--- src/hdl/pwl_pkg.sv ---
// Package for the piecewise linear interpolator: shared types, codes and defaults.
// Used by the controller, datapath, top level and checkers.
package pwl_pkg;

  localparam int MAX_POINTS_DEF = 64;

  typedef enum logic [1:0] {
    ACT_CLEAR = 2'd0,
    ACT_LOAD  = 2'd1,
    ACT_QUERY = 2'd2,
    ACT_NONE  = 2'd3
  } act_t;

  typedef enum logic [1:0] {
    ST_OK    = 2'd0,
    ST_DUP   = 2'd1,
    ST_FULL  = 2'd2,
    ST_SHORT = 2'd3
  } status_t;

  typedef enum logic [1:0] {
    RD_PROBE,
    RD_LO,
    RD_LO1,
    RD_IDXM1
  } rd_sel_t;

  typedef enum logic [4:0] {
    S_IDLE,
    S_DISPATCH,
    S_SRCH,
    S_SWAIT,
    S_L_CHK,
    S_L_CHKW,
    S_L_FULL,
    S_L_SHIFT,
    S_L_SHW,
    S_Q_RD0,
    S_Q_RD1,
    S_Q_DIFF,
    S_Q_MUL0,
    S_Q_MUL1,
    S_Q_MSUM,
    S_Q_DIV,
    S_Q_FIN,
    S_FINISH
  } state_t;

  typedef struct packed {
    logic    capture;
    logic    clear;
    logic    srch_init;
    logic    srch_upd;
    logic    x0_cap;
    logic    diff_cap;
    logic    mul_lo;
    logic    mul_hi;
    logic    div_init;
    logic    div_step;
    logic    fin_calc;
    logic    idx_init;
    logic    shift_wr;
    logic    ins_wr;
    logic    res_set;
    status_t res_code;
    logic    out_load;
    rd_sel_t rd_sel;
  } cmd_t;

  typedef struct packed {
    act_t act;
    logic lo_lt_hi;
    logic lo_lt_cnt;
    logic x_eq_rd;
    logic cnt_full;
    logic cnt_lt2;
    logic idx_gt_lo;
    logic div_last;
  } sts_t;

endpackage

--- src/hdl/pwl_ctrl.sv ---
// Controller state machine of the interpolator: sequences search, insertion and
// interpolation steps. Depends on pwl_pkg (state, command and status types).
module pwl_ctrl (
  input  logic            clk,
  input  logic            rst_n,
  input  logic            in_valid,
  output logic            in_ready,
  output logic            out_valid,
  input  logic            out_ready,
  input  pwl_pkg::sts_t   sts,
  output pwl_pkg::cmd_t   cmd
);

  pwl_pkg::state_t state_r, state_nxt;
  logic            out_valid_r, out_valid_nxt;

  always_ff @(posedge clk) begin
    if (!rst_n) begin
      state_r     <= pwl_pkg::S_IDLE;
      out_valid_r <= 1'b0;
    end else begin
      state_r     <= state_nxt;
      out_valid_r <= out_valid_nxt;
    end
  end

  always_comb begin
    state_nxt     = state_r;
    cmd           = '0;
    cmd.res_code  = pwl_pkg::ST_OK;
    cmd.rd_sel    = pwl_pkg::RD_PROBE;
    in_ready      = 1'b0;
    out_valid_nxt = out_valid_r & ~out_ready;
    unique case (state_r)
      pwl_pkg::S_IDLE: begin
        in_ready = 1'b1;
        if (in_valid) begin
          cmd.capture = 1'b1;
          state_nxt   = pwl_pkg::S_DISPATCH;
        end
      end
      pwl_pkg::S_DISPATCH: begin
        unique case (sts.act)
          pwl_pkg::ACT_CLEAR: begin
            cmd.clear   = 1'b1;
            cmd.res_set = 1'b1;
            state_nxt   = pwl_pkg::S_FINISH;
          end
          pwl_pkg::ACT_LOAD: begin
            cmd.srch_init = 1'b1;
            state_nxt     = pwl_pkg::S_SRCH;
          end
          pwl_pkg::ACT_QUERY: begin
            if (sts.cnt_lt2) begin
              cmd.res_set  = 1'b1;
              cmd.res_code = pwl_pkg::ST_SHORT;
              state_nxt    = pwl_pkg::S_FINISH;
            end else begin
              cmd.srch_init = 1'b1;
              state_nxt     = pwl_pkg::S_SRCH;
            end
          end
          default: begin
            cmd.res_set = 1'b1;
            state_nxt   = pwl_pkg::S_FINISH;
          end
        endcase
      end
      pwl_pkg::S_SRCH: begin
        if (sts.lo_lt_hi) begin
          cmd.rd_sel = pwl_pkg::RD_PROBE;
          state_nxt  = pwl_pkg::S_SWAIT;
        end else if (sts.act == pwl_pkg::ACT_LOAD) begin
          state_nxt = pwl_pkg::S_L_CHK;
        end else begin
          state_nxt = pwl_pkg::S_Q_RD0;
        end
      end
      pwl_pkg::S_SWAIT: begin
        cmd.srch_upd = 1'b1;
        state_nxt    = pwl_pkg::S_SRCH;
      end
      pwl_pkg::S_L_CHK: begin
        // The lower bound is the only stored point that can equal the new abscissa.
        if (sts.lo_lt_cnt) begin
          cmd.rd_sel = pwl_pkg::RD_LO;
          state_nxt  = pwl_pkg::S_L_CHKW;
        end else begin
          state_nxt = pwl_pkg::S_L_FULL;
        end
      end
      pwl_pkg::S_L_CHKW: begin
        if (sts.x_eq_rd) begin
          cmd.res_set  = 1'b1;
          cmd.res_code = pwl_pkg::ST_DUP;
          state_nxt    = pwl_pkg::S_FINISH;
        end else begin
          state_nxt = pwl_pkg::S_L_FULL;
        end
      end
      pwl_pkg::S_L_FULL: begin
        if (sts.cnt_full) begin
          cmd.res_set  = 1'b1;
          cmd.res_code = pwl_pkg::ST_FULL;
          state_nxt    = pwl_pkg::S_FINISH;
        end else begin
          cmd.idx_init = 1'b1;
          state_nxt    = pwl_pkg::S_L_SHIFT;
        end
      end
      pwl_pkg::S_L_SHIFT: begin
        if (sts.idx_gt_lo) begin
          cmd.rd_sel = pwl_pkg::RD_IDXM1;
          state_nxt  = pwl_pkg::S_L_SHW;
        end else begin
          cmd.ins_wr  = 1'b1;
          cmd.res_set = 1'b1;
          state_nxt   = pwl_pkg::S_FINISH;
        end
      end
      pwl_pkg::S_L_SHW: begin
        cmd.shift_wr = 1'b1;
        state_nxt    = pwl_pkg::S_L_SHIFT;
      end
      pwl_pkg::S_Q_RD0: begin
        cmd.rd_sel = pwl_pkg::RD_LO;
        state_nxt  = pwl_pkg::S_Q_RD1;
      end
      pwl_pkg::S_Q_RD1: begin
        cmd.x0_cap = 1'b1;
        cmd.rd_sel = pwl_pkg::RD_LO1;
        state_nxt  = pwl_pkg::S_Q_DIFF;
      end
      pwl_pkg::S_Q_DIFF: begin
        cmd.diff_cap = 1'b1;
        state_nxt    = pwl_pkg::S_Q_MUL0;
      end
      pwl_pkg::S_Q_MUL0: begin
        cmd.mul_lo = 1'b1;
        state_nxt  = pwl_pkg::S_Q_MUL1;
      end
      pwl_pkg::S_Q_MUL1: begin
        cmd.mul_hi = 1'b1;
        state_nxt  = pwl_pkg::S_Q_MSUM;
      end
      pwl_pkg::S_Q_MSUM: begin
        cmd.div_init = 1'b1;
        state_nxt    = pwl_pkg::S_Q_DIV;
      end
      pwl_pkg::S_Q_DIV: begin
        cmd.div_step = 1'b1;
        if (sts.div_last) begin
          state_nxt = pwl_pkg::S_Q_FIN;
        end
      end
      pwl_pkg::S_Q_FIN: begin
        cmd.fin_calc = 1'b1;
        state_nxt    = pwl_pkg::S_FINISH;
      end
      pwl_pkg::S_FINISH: begin
        if (!out_valid_r || out_ready) begin
          cmd.out_load  = 1'b1;
          out_valid_nxt = 1'b1;
          state_nxt     = pwl_pkg::S_IDLE;
        end
      end
      default: begin
        state_nxt = pwl_pkg::S_IDLE;
      end
    endcase
  end

  assign out_valid = out_valid_r;

endmodule

--- config.mk ---
export PLATFORM = sky130hd
export DESIGN_NAME = pwl_ctrl
export DESIGN_NICKNAME = d
export VERILOG_FILES = /design/src/hdl/pwl_pkg.sv /design/src/hdl/pwl_ctrl.sv
export SDC_FILE = /design/constraint.sdc
export NUM_CORES = 1
export LEC_CHECK = 0
export ABC_AREA = 0
export BUFFER_PORTS_ARGS = -buffer_cell sky130_fd_sc_hd__buf_2
export CAP_MARGIN = 15
export CORE_MARGIN = 1.5
export CORE_UTILIZATION = 46
export CTS_CLUSTER_DIAMETER = 150
export DETAILED_ROUTE_END_ITERATION = 10
export PLACE_DENSITY_LB_ADDON = 0.15
export RECOVER_POWER = 25
export REMOVE_ABC_BUFFERS = 1
export SLEW_MARGIN = 10
export SYNTH_ARGS = -nofsm -noshare
export SYNTH_HDL_FRONTEND = slang
export SYNTH_SLANG_ARGS = --single-unit
--- constraint.sdc ---
create_clock -name clk -period 2.01 [get_ports clk]
set_input_delay 0.603 -clock clk [delete_from_list [all_inputs] [get_ports clk]]
set_output_delay 0.603 -clock clk [all_outputs]
set_load 0.1 [all_outputs]
==> results of run 1 <==
## cell usage after synthesis (2+ instances only)
cell type	count
nor2_1	15
nand2_1	12
nor3_1	11
inv_1	7
dfxtp_1	6
nand2b_1	6
nand3_1	6
and2_1	5
clkbuf_1	4
ha_1	4
nor4_1	4
o21ai_0	4
mux2i_1	3
nor2b_1	3
a31oi_1	2
buf_2	2
nand3b_1	2
or3_1	2
## kinds of logic after synthesis
family | synth area share, %
AO/OA/AOI/OAI | 17.6
AND/OR/NAND/NOR | 49.6
buffers and inverters | 6.69
multiplexers | 3.92
adder cells (fa/ha/maj) | 6.53
flip-flops | 15.7
## metrics by stage
stage	TNS, ps	utilization [%]	area, um2	cells	hold slack (ps)
floorplan	-30990	-	742	111	720
global placement	-924	93.1	1440	188	558
detailed placement	-1960	93.1	1440	188	566
==> results.toml, run 1 <==
[clocking]
clock_sinks = 6
post_cts_buffers = 18
ctsHoldBuffers = 0
numCtsBuffers = 3
htreeDepth = 1
post_cts_resized = 84
ctsLongestPathBuffers = 2
root_buffer = "clkbuf_4"

[yosys]
ys_async_sr_fraction_pct = 0
synth_top_area_cell = "dfxtp_1"
yosys-top-cells-area = "dfxtp_1 16%, nor2_1 7.3%, nor3_1 7.2%"
yosysWarnings = 0
synth_edf_count = 0
yosysUniqueCellTypes = 37
syn_area_um2 = 767
netlist.area_leader.share_pct = 15.7
syn-mean-instance-area_um2 = 6.56
ys.flop_type = "dfxtp_1"
synth-seq-cells = 6
ys_seq_area_share_pct = 15.7
syn-instance-count = 117

[placed_design]
place_congestion = 0.924
dp_hpwl_um = 2700
port_buffers = 34
dp_slack_ps = -515

[status]
lastStage = "clock tree synthesis (4_1_cts)"
stop_error = "[ERROR DPL-0038] Utilization greater than 100%, impossible to legalize"
status = "stopped before the end"

[floorplan]
dieHeight_um = 43.8
start_util_pct = 49.8
num_rows = 14
die_w_um = 43.8
io-pin-count = 35
==> inputs of run 2 (changes only) <==
- CORE_AREA: default -> 2 2 63 65
- CORE_MARGIN: 1.5 -> default
- CORE_UTILIZATION: 46 -> default
- CTS_CLUSTER_DIAMETER: 150 -> default
- DIE_AREA: default -> 0 0 65 67
==> run 2 against run 1 <==
  * The flow now finishes, with violations (setup timing)
  * Synthesized cell count unchanged
  * Area after synthesis unchanged
==> results.toml, run 2 <==
[min_path]
hp-class = "reg2reg"
min_path_cells = 2
whs_endpoint = "out_valid"
hold_path.startpoint = "out_valid"

[sta]
rsz0062_at_grt = "true"
clock_skew_ps = 0.255
drv_slew = 0
tightest_slew_ps = 499
slew_headroom_pct = 66.4
setup_ws_ps = -221
hold_viol_final = 0
setup_viol_count_final = 14
finalCriticalPeriod_ps = 2230
min_period_over_period_pct = 111
fmax_mhz = 448

[power]
irDropWorstVdd_v = 0.000386
p_sw_share_pct = 45.2
p_clk_share_pct = 15.3
p_comb_share_pct = 71.7
power_mw = 1.13
seq_power_share_pct = 13.0
power.leakage_nw = 0.925
internal-power_mw = 0.619
switchingPower_mw = 0.510
pwr_density_cell_nw_per_um2 = 536

[detailed_routing]
post_drt_wl_per_cell_um = 13.2
dr_total_vias = 1156
drt_iter0_drc = 47
routed_via_density = 4.64
totalWireLength_um = 3280
route.detailed.drc = 0
first_pass_iters = 4
antenna_left = 0

[yosys]
synth_edf_count = 0
yosysUniqueCellTypes = 37
syn_area_um2 = 767
synth.most_common_cell = "nor2_1"
syn-instance-count = 117
yosys-top-cells-area = "dfxtp_1 16%, nor2_1 7.3%, nor3_1 7.2%"
synth-seq-cells = 6
synth_commonest_cells = "15 x nor2_1, 12 x nand2_1, 11 x nor3_1"
ys_async_sr_fraction_pct = 0
ys.flop_type = "dfxtp_1"
ys_seq_area_share_pct = 15.7
netlist.area_leader.share_pct = 15.7
synth_top_area_cell = "dfxtp_1"
yosysWarnings = 0
syn-mean-instance-area_um2 = 6.56

[grt]
grt_usage_pct = 15.1
grt_max_degree = 16
grt_pass1_vias = 1167
antenna_found_initial = 0
grt_pass1_wl_um = 5190
grt.overflow.total = 0

[clocking]
root_buffer = "clkbuf_8"
numCtsBuffers = 3
tritoncts = "built"
ctsLongestPathBuffers = 2
clock_sinks = 6
insertion_delay_ps = 210
clk_pin_slew_ps = 30
htreeDepth = 1

[placed_design]
dp_hpwl_um = 2320
dp_slack_ps = -430
port_buffers = 34
place_congestion = 0.870

[floorplan]
io-pin-count = 35
dieArea_um2 = 4360
die_w_um = 65
start_util_pct = 21.3
dieHeight_um = 67
num_rows = 22
coreArea_um2 = 3610

[worst_setup_path]
r2r-start = "state_r[4]"
r2r_slack_ps = 70
cp_data_arrival_time_ps = 1630
cp-end-kind = "output port"
r2r_end = "state_r[4]"
start_kind = "input port"
critical_path_class = "in2out"
cp_max_fo = 2
worstPathRequired_ps = 1410
worstRegToRegCells = 10

[cells_and_area]
largest_reg_flops = 5
layout_commonest_cell = "buf_4"
layout_common_cells = "36 x buf_4, 20 x buf_12, 17 x buf_6"
nets = 220
final_util_pct = 58.3
antenna_cells = 0
final_layout_size_suffix_gt1_share_pct = 68.2
regMostFlops = "state_r"
synthToLayoutAreaGrowth_pct = 174

[run]
cap_violations = 0

[status]
status = "finished with violations"
violations = "setup timing"
## run 2: power groups by stage
stage	Combinational [mW]	Clock (mW)	Sequential, mW
floorplan	0.317	0	0.168
global placement	0.608	0	0.142
detailed placement	0.611	0	0.142
CTS	0.744	0.176	0.144
global route	0.850	0.186	0.148
finish	0.809	0.173	0.147
## run 2: worst max-delay path by stage
| stage | start | to | slack, ps | cells past startpoint |
|---|---|---|---|---|
| 4_1_cts | sts[7] | cmd[17] | -190 | 7 |
| 3_3_place_gp | sts[7] | cmd[5] | -380 | 8 |
| 2_1_floorplan | state_r[1] | cmd[5] | -3350 | 4 |
| 3_5_place_dp | sts[7] | cmd[5] | -430 | 8 |
| 6_report | sts[4] | cmd[5] | -220 | 6 |
| 5_1_grt | sts[4] | cmd[5] | -230 | 6 |
## run 2: kinds of logic (layout without fill, tap and decap cells)
logic type / count (synthesis) / in the layout / share of synthesized area, %
compound gates: 19 / 19 / 17.6
flops: 6 / 6 / 15.7
fa+ha+maj: 4 / 4 / 6.53
buf+inv: 13 / 97 / 6.69
simple gates: 72 / 72 / 49.6
mux: 3 / 3 / 3.92
## run 2: metal layers
layer / wire [um] / share of wire, % / GRT usage (%) / vias up
li1: - / - / - / 592
met1: 1310 / 40 / 16.9 / 537
met3: 81 / 2.5 / 1.01 / 4
met4: 53 / 1.6 / 4.26 / 0
met2: 1830 / 56 / 30.3 / 23
met5: 0 / 0 / 0 / -
## run 2: area by class of cell
class,count,area (um2)
Tap cell,48,60.1
Sequential cell,6,131
Multi-Input combinational cell,98,865
Timing Repair Buffer,87,972
Fill cell,301,1500
Inverter,7,33.8
Clock buffer,3,41.3
## run 2: stage by stage
stage                     hold WS [ps]  cell area, um2  cells  TNS [ps]
after floorplan                    720             742    111    -30990
final                              588            2100    249     -1650
after detailed placement           563            1520    226     -1510
after global routing               634            2100    249     -2300
after CTS                          580            1930    244     -1740
after global placement             552            1520    226     -1260
## run 2: critical path, cell delays in order
cell and delay, ps:
buf_2 90, inv_1 50, nor4_1 470, a211oi_2 110, nand2_1 130, buf_12 180
## run 2: repair_timing
item / in CTS / in global routing
gates resized for setup: 72 / 32
endpoints found under the hold margin: 0 / 0
pin swaps: 21 / 17
hold buffers: 0 / 0
buffers inserted: 15 / 5
setup endpoints to repair: 19 / 21
Note: power is estimated with default switching activity, not from simulation.
==> inputs of run 3 (changes only) <==
- clock period: 2.01 -> 2.3 ns (I/O delays scaled with it)
==> run 3 against run 2 <==
  * The run still ends with setup timing left
  * Register-to-register slack gained 460 ps
  * Critical path depth increased by 2
  * Sequential cell count did not move
  * Clock skew rose by 0.78 ps
  * Worst hold slack lost 6.5 ps
  * Final cell count is 9.2% lower
  * Clock-buffer cell count did not move
  * Sequential share of layout area up 0.95 points
  * Via count down 8.9%
  * Sequential power decreased by 13%
  * Combinational power is 25% lower
  * Global-route usage fell by 2.2 points
==> results.toml, run 3 (synthesis gave the netlist of run 2 again) <==
[clocking]
insertion_delay_ps = 210
tritoncts = "built"
clk_pin_slew_ps = 30
numCtsBuffers = 3
root_buffer = "clkbuf_8"
clock_sinks = 6
htreeDepth = 1
ctsLongestPathBuffers = 2

[status]
violations = "setup timing"
status = "finished with violations"

[min_path]
min_path_cells = 2
hp-class = "reg2reg"

[cells_and_area]
num-fill-cells = 352
layout_common_cells = "26 x buf_4, 22 x buf_12, 14 x nor2_1"
synthToLayoutAreaGrowth_pct = 127
antenna_cells = 0
nets = 197
layout_commonest_cell = "buf_4"
largest_reg_flops = 5
regMostFlops = "state_r"
final_layout_size_suffix_gt1_share_pct = 54.5

[worst_setup_path]
r2r_slack_ps = 530
worstRegToRegCells = 5
cp-end-kind = "output port"
start_kind = "input port"
critical_path_class = "in2out"
cp_max_fo = 4
worstPathRequired_ps = 1610
cp_data_arrival_time_ps = 1650

[grt]
grt_usage_pct = 12.9
antenna_found_initial = 0
grt_max_degree = 16
grt_pass1_vias = 1027
grt.overflow.total = 0
grt_pass1_wl_um = 4490

[sta]
finalCriticalPeriod_ps = 2340
rsz0062_at_grt = "true"
fmax_mhz = 427
min_period_over_period_pct = 102
setup_ws_ps = -39.5
slew_headroom_pct = 64.2
tightest_slew_ps = 540
fin_setup_tns_ps = -53.5
hold_viol_final = 0
drv_slew = 0
clock_skew_ps = 1.04
setup_viol_count_final = 3

[power]
internal-power_mw = 0.479
irDropWorstVdd_v = 0.000282
p_sw_share_pct = 45.5
pwr_density_cell_nw_per_um2 = 506
p_clk_share_pct = 16.9
power_mw = 0.879
p_comb_share_pct = 68.6
power.leakage_nw = 0.740
seq_power_share_pct = 14.5
switchingPower_mw = 0.400

[floorplan]
coreArea_um2 = 3610
io-pin-count = 35
num_rows = 22
die_w_um = 65
dieArea_um2 = 4360
start_util_pct = 21.3
dieHeight_um = 67

[detailed_routing]
drt_iter0_drc = 45
route.detailed.drc = 0
totalWireLength_um = 2820
post_drt_wl_per_cell_um = 12.5
routed_via_density = 4.66
antenna_left = 0
dr_total_vias = 1053
first_pass_iters = 4

[run]
cap_violations = 0

[placed_design]
place_congestion = 0.887
port_buffers = 34
dp_hpwl_um = 2170
## run 3: cell count changes in the layout (fill, tap and decap cells not counted), moves of 3 or more
cell,previous run,this run
and2_4,4,1
nand2_4,3,0
nor3_2,1,5
inv_1,2,5
buf_4,36,26
nor4_2,0,3
nor2_4,5,1
buf_6,17,4
nor2_1,9,14
nor3_4,6,1
## run 3: worst paths after layout
check	start	end
worst max-delay path	sts[7]	cmd[5]
worst min-delay path	out_valid	out_valid
worst max register to register	state_r[3]	state_r[4]
worst min register to register	out_valid	out_valid
## run 3: per-stage QoR
| stage | std cells | setup WS (ps) | util (%) | area [um2] | hold slack (ps) |
|---|---|---|---|---|---|
| 2_1_floorplan | 111 | -3210 | - | 742 | 735 |
| 3_3_place_gp | 216 | -261 | 40.1 | 1450 | 552 |
| 3_5_place_dp | 216 | -302 | 40.1 | 1450 | 557 |
| 4_1_cts | 221 | -53.9 | 44.8 | 1610 | 572 |
| 5_1_grt | 226 | -109 | 48.2 | 1740 | 635 |
| 6_report | 226 | -39.5 | 48.2 | 1740 | 582 |
## run 3: cell type report
cell class / count / area, um2 / area share (%)
Sequential cell: 6 / 125 / 7.19
Clock buffer: 3 / 41.3 / 2.37
Multi-Input combinational cell: 98 / 739 / 42.5
Inverter: 7 / 33.8 / 1.94
Timing Repair Buffer: 64 / 739 / 42.5
Tap cell: 48 / 60.1 / 3.45
## run 3: power by group through the flow
| stage | Sequential, mW | Combinational, mW | Clock, mW |
|---|---|---|---|
| floorplan | 0.147 | 0.277 | 0 |
| global placement | 0.125 | 0.505 | 0 |
| detailed placement | 0.126 | 0.507 | 0 |
| CTS | 0.125 | 0.561 | 0.154 |
| global route | 0.129 | 0.637 | 0.158 |
| finish | 0.128 | 0.603 | 0.148 |
## run 3: worst max-delay path, cell delays in order
cell      delay, ps
buf_12           90
inv_6            30
ha_4            160
nand2_2          60
o21ai_2          60
a211oi_2        250
nand2_1         130
buf_12          180
## run 3: what timing repair did
action / in CTS / in global routing
setup buffers: 2 / 5
endpoints found under the setup margin: 10 / 14
hold buffers: 0 / 0
resized for setup: 33 / 23
pin swaps: 8 / 14
## run 3: layer usage
| metal | vias up | wire length (um) | GRT usage [%] |
|---|---|---|---|
| met2 | 17 | 1540 | 23.2 |
| met4 | 0 | 15 | 4.26 |
| met5 | - | 0 | 0 |
| met3 | 2 | 93 | 2.03 |
| met1 | 485 | 1180 | 15.5 |
| li1 | 549 | - | - |
==> inputs of run 4 (changes only) <==
--- a/config.mk
+++ b/config.mk
@@ -6,5 +6,5 @@
 export NUM_CORES = 1
 export LEC_CHECK = 0
-export ABC_AREA = 0
+export ABC_AREA = 1
 export BUFFER_PORTS_ARGS = -buffer_cell sky130_fd_sc_hd__buf_2
 export CAP_MARGIN = 15
==> constraint.sdc (replaced) <==
create_clock -name clk -period 2.3 [get_ports clk]
set_input_delay 0.115 -clock clk [delete_from_list [all_inputs] [get_ports clk]]
set_output_delay 0.115 -clock clk [all_outputs]
set_load 0.1 [all_outputs]
==> run 4 against run 3 <==
  * The flow now finishes without violations
  * Sequential power is 6% lower
  * Clock power increased by 7%
  * Final area fell by 41%
  * Power down 37%
  * Worst hold slack lost 460 ps
  * Final cell count up 1.3%
  * Sequential cell count unchanged
  * Global-route usage decreased by 1.6 points
  * Critical endpoint unchanged
  * Largest power group unchanged
==> results.toml, run 4 <==
[status]
status = "complete, no violations"

[cells_and_area]
fin_cells = 229
layout_common_cells = "33 x buf_2, 31 x nand2_1, 30 x nor2_1"
antenna_cells = 0
synthToLayoutAreaGrowth_pct = 34.5
nets = 200
regMostFlops = "state_r"
largest_reg_flops = 5
multi_input_area_um2 = 512
layout_commonest_cell = "buf_2"
regArea_um2 = 120
final_layout_size_suffix_gt1_share_pct = 29.8
num-fill-cells = 429

[clocking]
ctsHoldBuffers = 0
post_cts_resized = 0
clk_pin_slew_ps = 40
ctsLongestPathBuffers = 2
numCtsBuffers = 3
insertion_delay_ps = 220
post_cts_buffers = 0
htreeDepth = 1
clock_sinks = 6
tritoncts = "built"
root_buffer = "clkbuf_8"

[yosys]
ys_async_sr_fraction_pct = 0
netlist.area_leader.share_pct = 15.6
synth_top_area_cell = "dfxtp_1"
syn-instance-count = 144
syn-mean-instance-area_um2 = 5.33
ys.flop_type = "dfxtp_1"
yosysWarnings = 0
synth.most_common_cell = "nand2_1"
synth_commonest_cells = "31 x nand2_1, 30 x nor2_1, 28 x inv_1"
ys_seq_area_share_pct = 15.6
syn_area_um2 = 768
synth_edf_count = 0
yosys-top-cells-area = "dfxtp_1 16%, nand2_1 15%, nor2_1 15%"
yosysUniqueCellTypes = 19
synth-seq-cells = 6

[placed_design]
dp_hpwl_um = 1960
dp_slack_ps = 670
placedCellCount = 226
place_congestion = 0.831
port_buffers = 34

[worst_setup_path]
cp.buffers_inverters = 3
crit_slowest_cell = "buf_2"
cp_data_arrival_time_ps = 1760
cp_max_fo = 7
start_kind = "register"
path_cells = "inv_1, nand2_1, nor2_1, nand2_1, nand2_1, inv_1, nand2_1, buf_2"
crit_path_frequent_cell = "nand2_1"
worstPathRequired_ps = 2180
crit_family = "simple AND/OR/NAND/NOR gates"
critical_path_class = "reg2out"
cp_slowest_stage_delay_ps = 410
cp-end-kind = "output port"

[sta]
min_period_over_period_pct = 81.6
setup_ws_ps = 424
fin_setup_tns_ps = 0
setup_viol_count_final = 0
rsz0062_at_grt = "false"
finalCriticalPeriod_ps = 1880
drv_slew = 0
slew_headroom_pct = 23.1
whs_ps = 121
fmax_mhz = 533
hold_viol_final = 0
clock_skew_ps = 4.06
tightest_slew_ps = 1160

[floorplan]
start_util_pct = 21.3
dieArea_um2 = 4360
coreArea_um2 = 3610
io-pin-count = 35
num_rows = 22
dieHeight_um = 67
die_w_um = 65

[power]
p_comb_share_pct = 49.9
p_sw_share_pct = 49.6
switchingPower_mw = 0.276
p_clk_share_pct = 28.5
irDropWorstVdd_v = 0.000308
pwr_density_cell_nw_per_um2 = 538
seq_power_share_pct = 21.6
power.leakage_nw = 0.654
internal-power_mw = 0.280
power_mw = 0.556

[detailed_routing]
routed_via_density = 4.14
dr_total_vias = 947
antenna_left = 0
first_pass_iters = 4
drt_iter0_drc = 74
route.detailed.drc = 0
totalWireLength_um = 2240
post_drt_wl_per_cell_um = 9.80

[grt]
grt.overflow.total = 0
grt_pass1_vias = 864
grt_pass1_wl_um = 3830
antenna_found_initial = 0
grt_usage_pct = 11.3
grt_max_degree = 8

[run]
cap_violations = 0

[min_path]
hp-class = "in2reg"
-- run 4: metal layers --
metal	vias to the layer above	share of wire, %	wire length, um	GRT usage (%)
met1	400	47	1060	15.6
met3	2	8.7	196	3.21
met5	-	0	0	0
met2	37	43	970	17.3
li1	508	-	-	-
met4	0	0.71	16	2.39
-- run 4: path summary, 6_finish.rpt --
kind / from / end / slack (ps) / cells after the start
worst max-delay path: state_r[0] / cmd[5] / 420 / 8
worst min-delay path: rst_n / state_r[3] / 120 / 3
worst max register to register: state_r[0] / state_r[2] / 800 / 9
worst min register to register: out_valid / out_valid / 500 / 2
-- run 4: cells by family (layout without fill, tap and decap cells) --
family	after synthesis	after routing	synth area share, %
DFF	6	6	15.6
and+or+nand+nor	85	85	51.0
adders and majority gates	4	4	6.51
AOI/OAI and AO/OA	14	14	9.77
buffers and inverters	35	72	17.1
-- run 4: final cells by class --
class	instances	share of cell area, %
timing repair buffer	34	16.3
sequential	6	11.6
clock buffer	3	4.00
inverter	35	12.7
tap	48	5.81
multi-input combinational	103	49.5
-- run 4: stage by stage --
step,area (um2),utilization (%)
floorplan,768,-
global placement,998,27.7
detailed placement,998,27.7
CTS,1040,28.8
global route,1030,28.7
finish,1030,28.7
-- run 4: worst register-to-register path, cell delays in order, from the launching register on --
cell     delay, ps
dfxtp_1        360
inv_1           90
nand2_1        210
nor2_1         140
nand2_1        110
nand2_1         60
nor2_1         120
nand3_1        100
o21ai_0        150
inv_1           50
-- run 4: power by group through the flow --
stage          combinational (mW)  sequential [mW]  clock [mW]
3_5_place_dp                0.280            0.121           0
4_1_cts                     0.281            0.120       0.162
5_1_grt                     0.302            0.122       0.172
2_1_floorplan               0.224            0.123           0
6_report                    0.278            0.120       0.158
3_3_place_gp                0.280            0.121           0
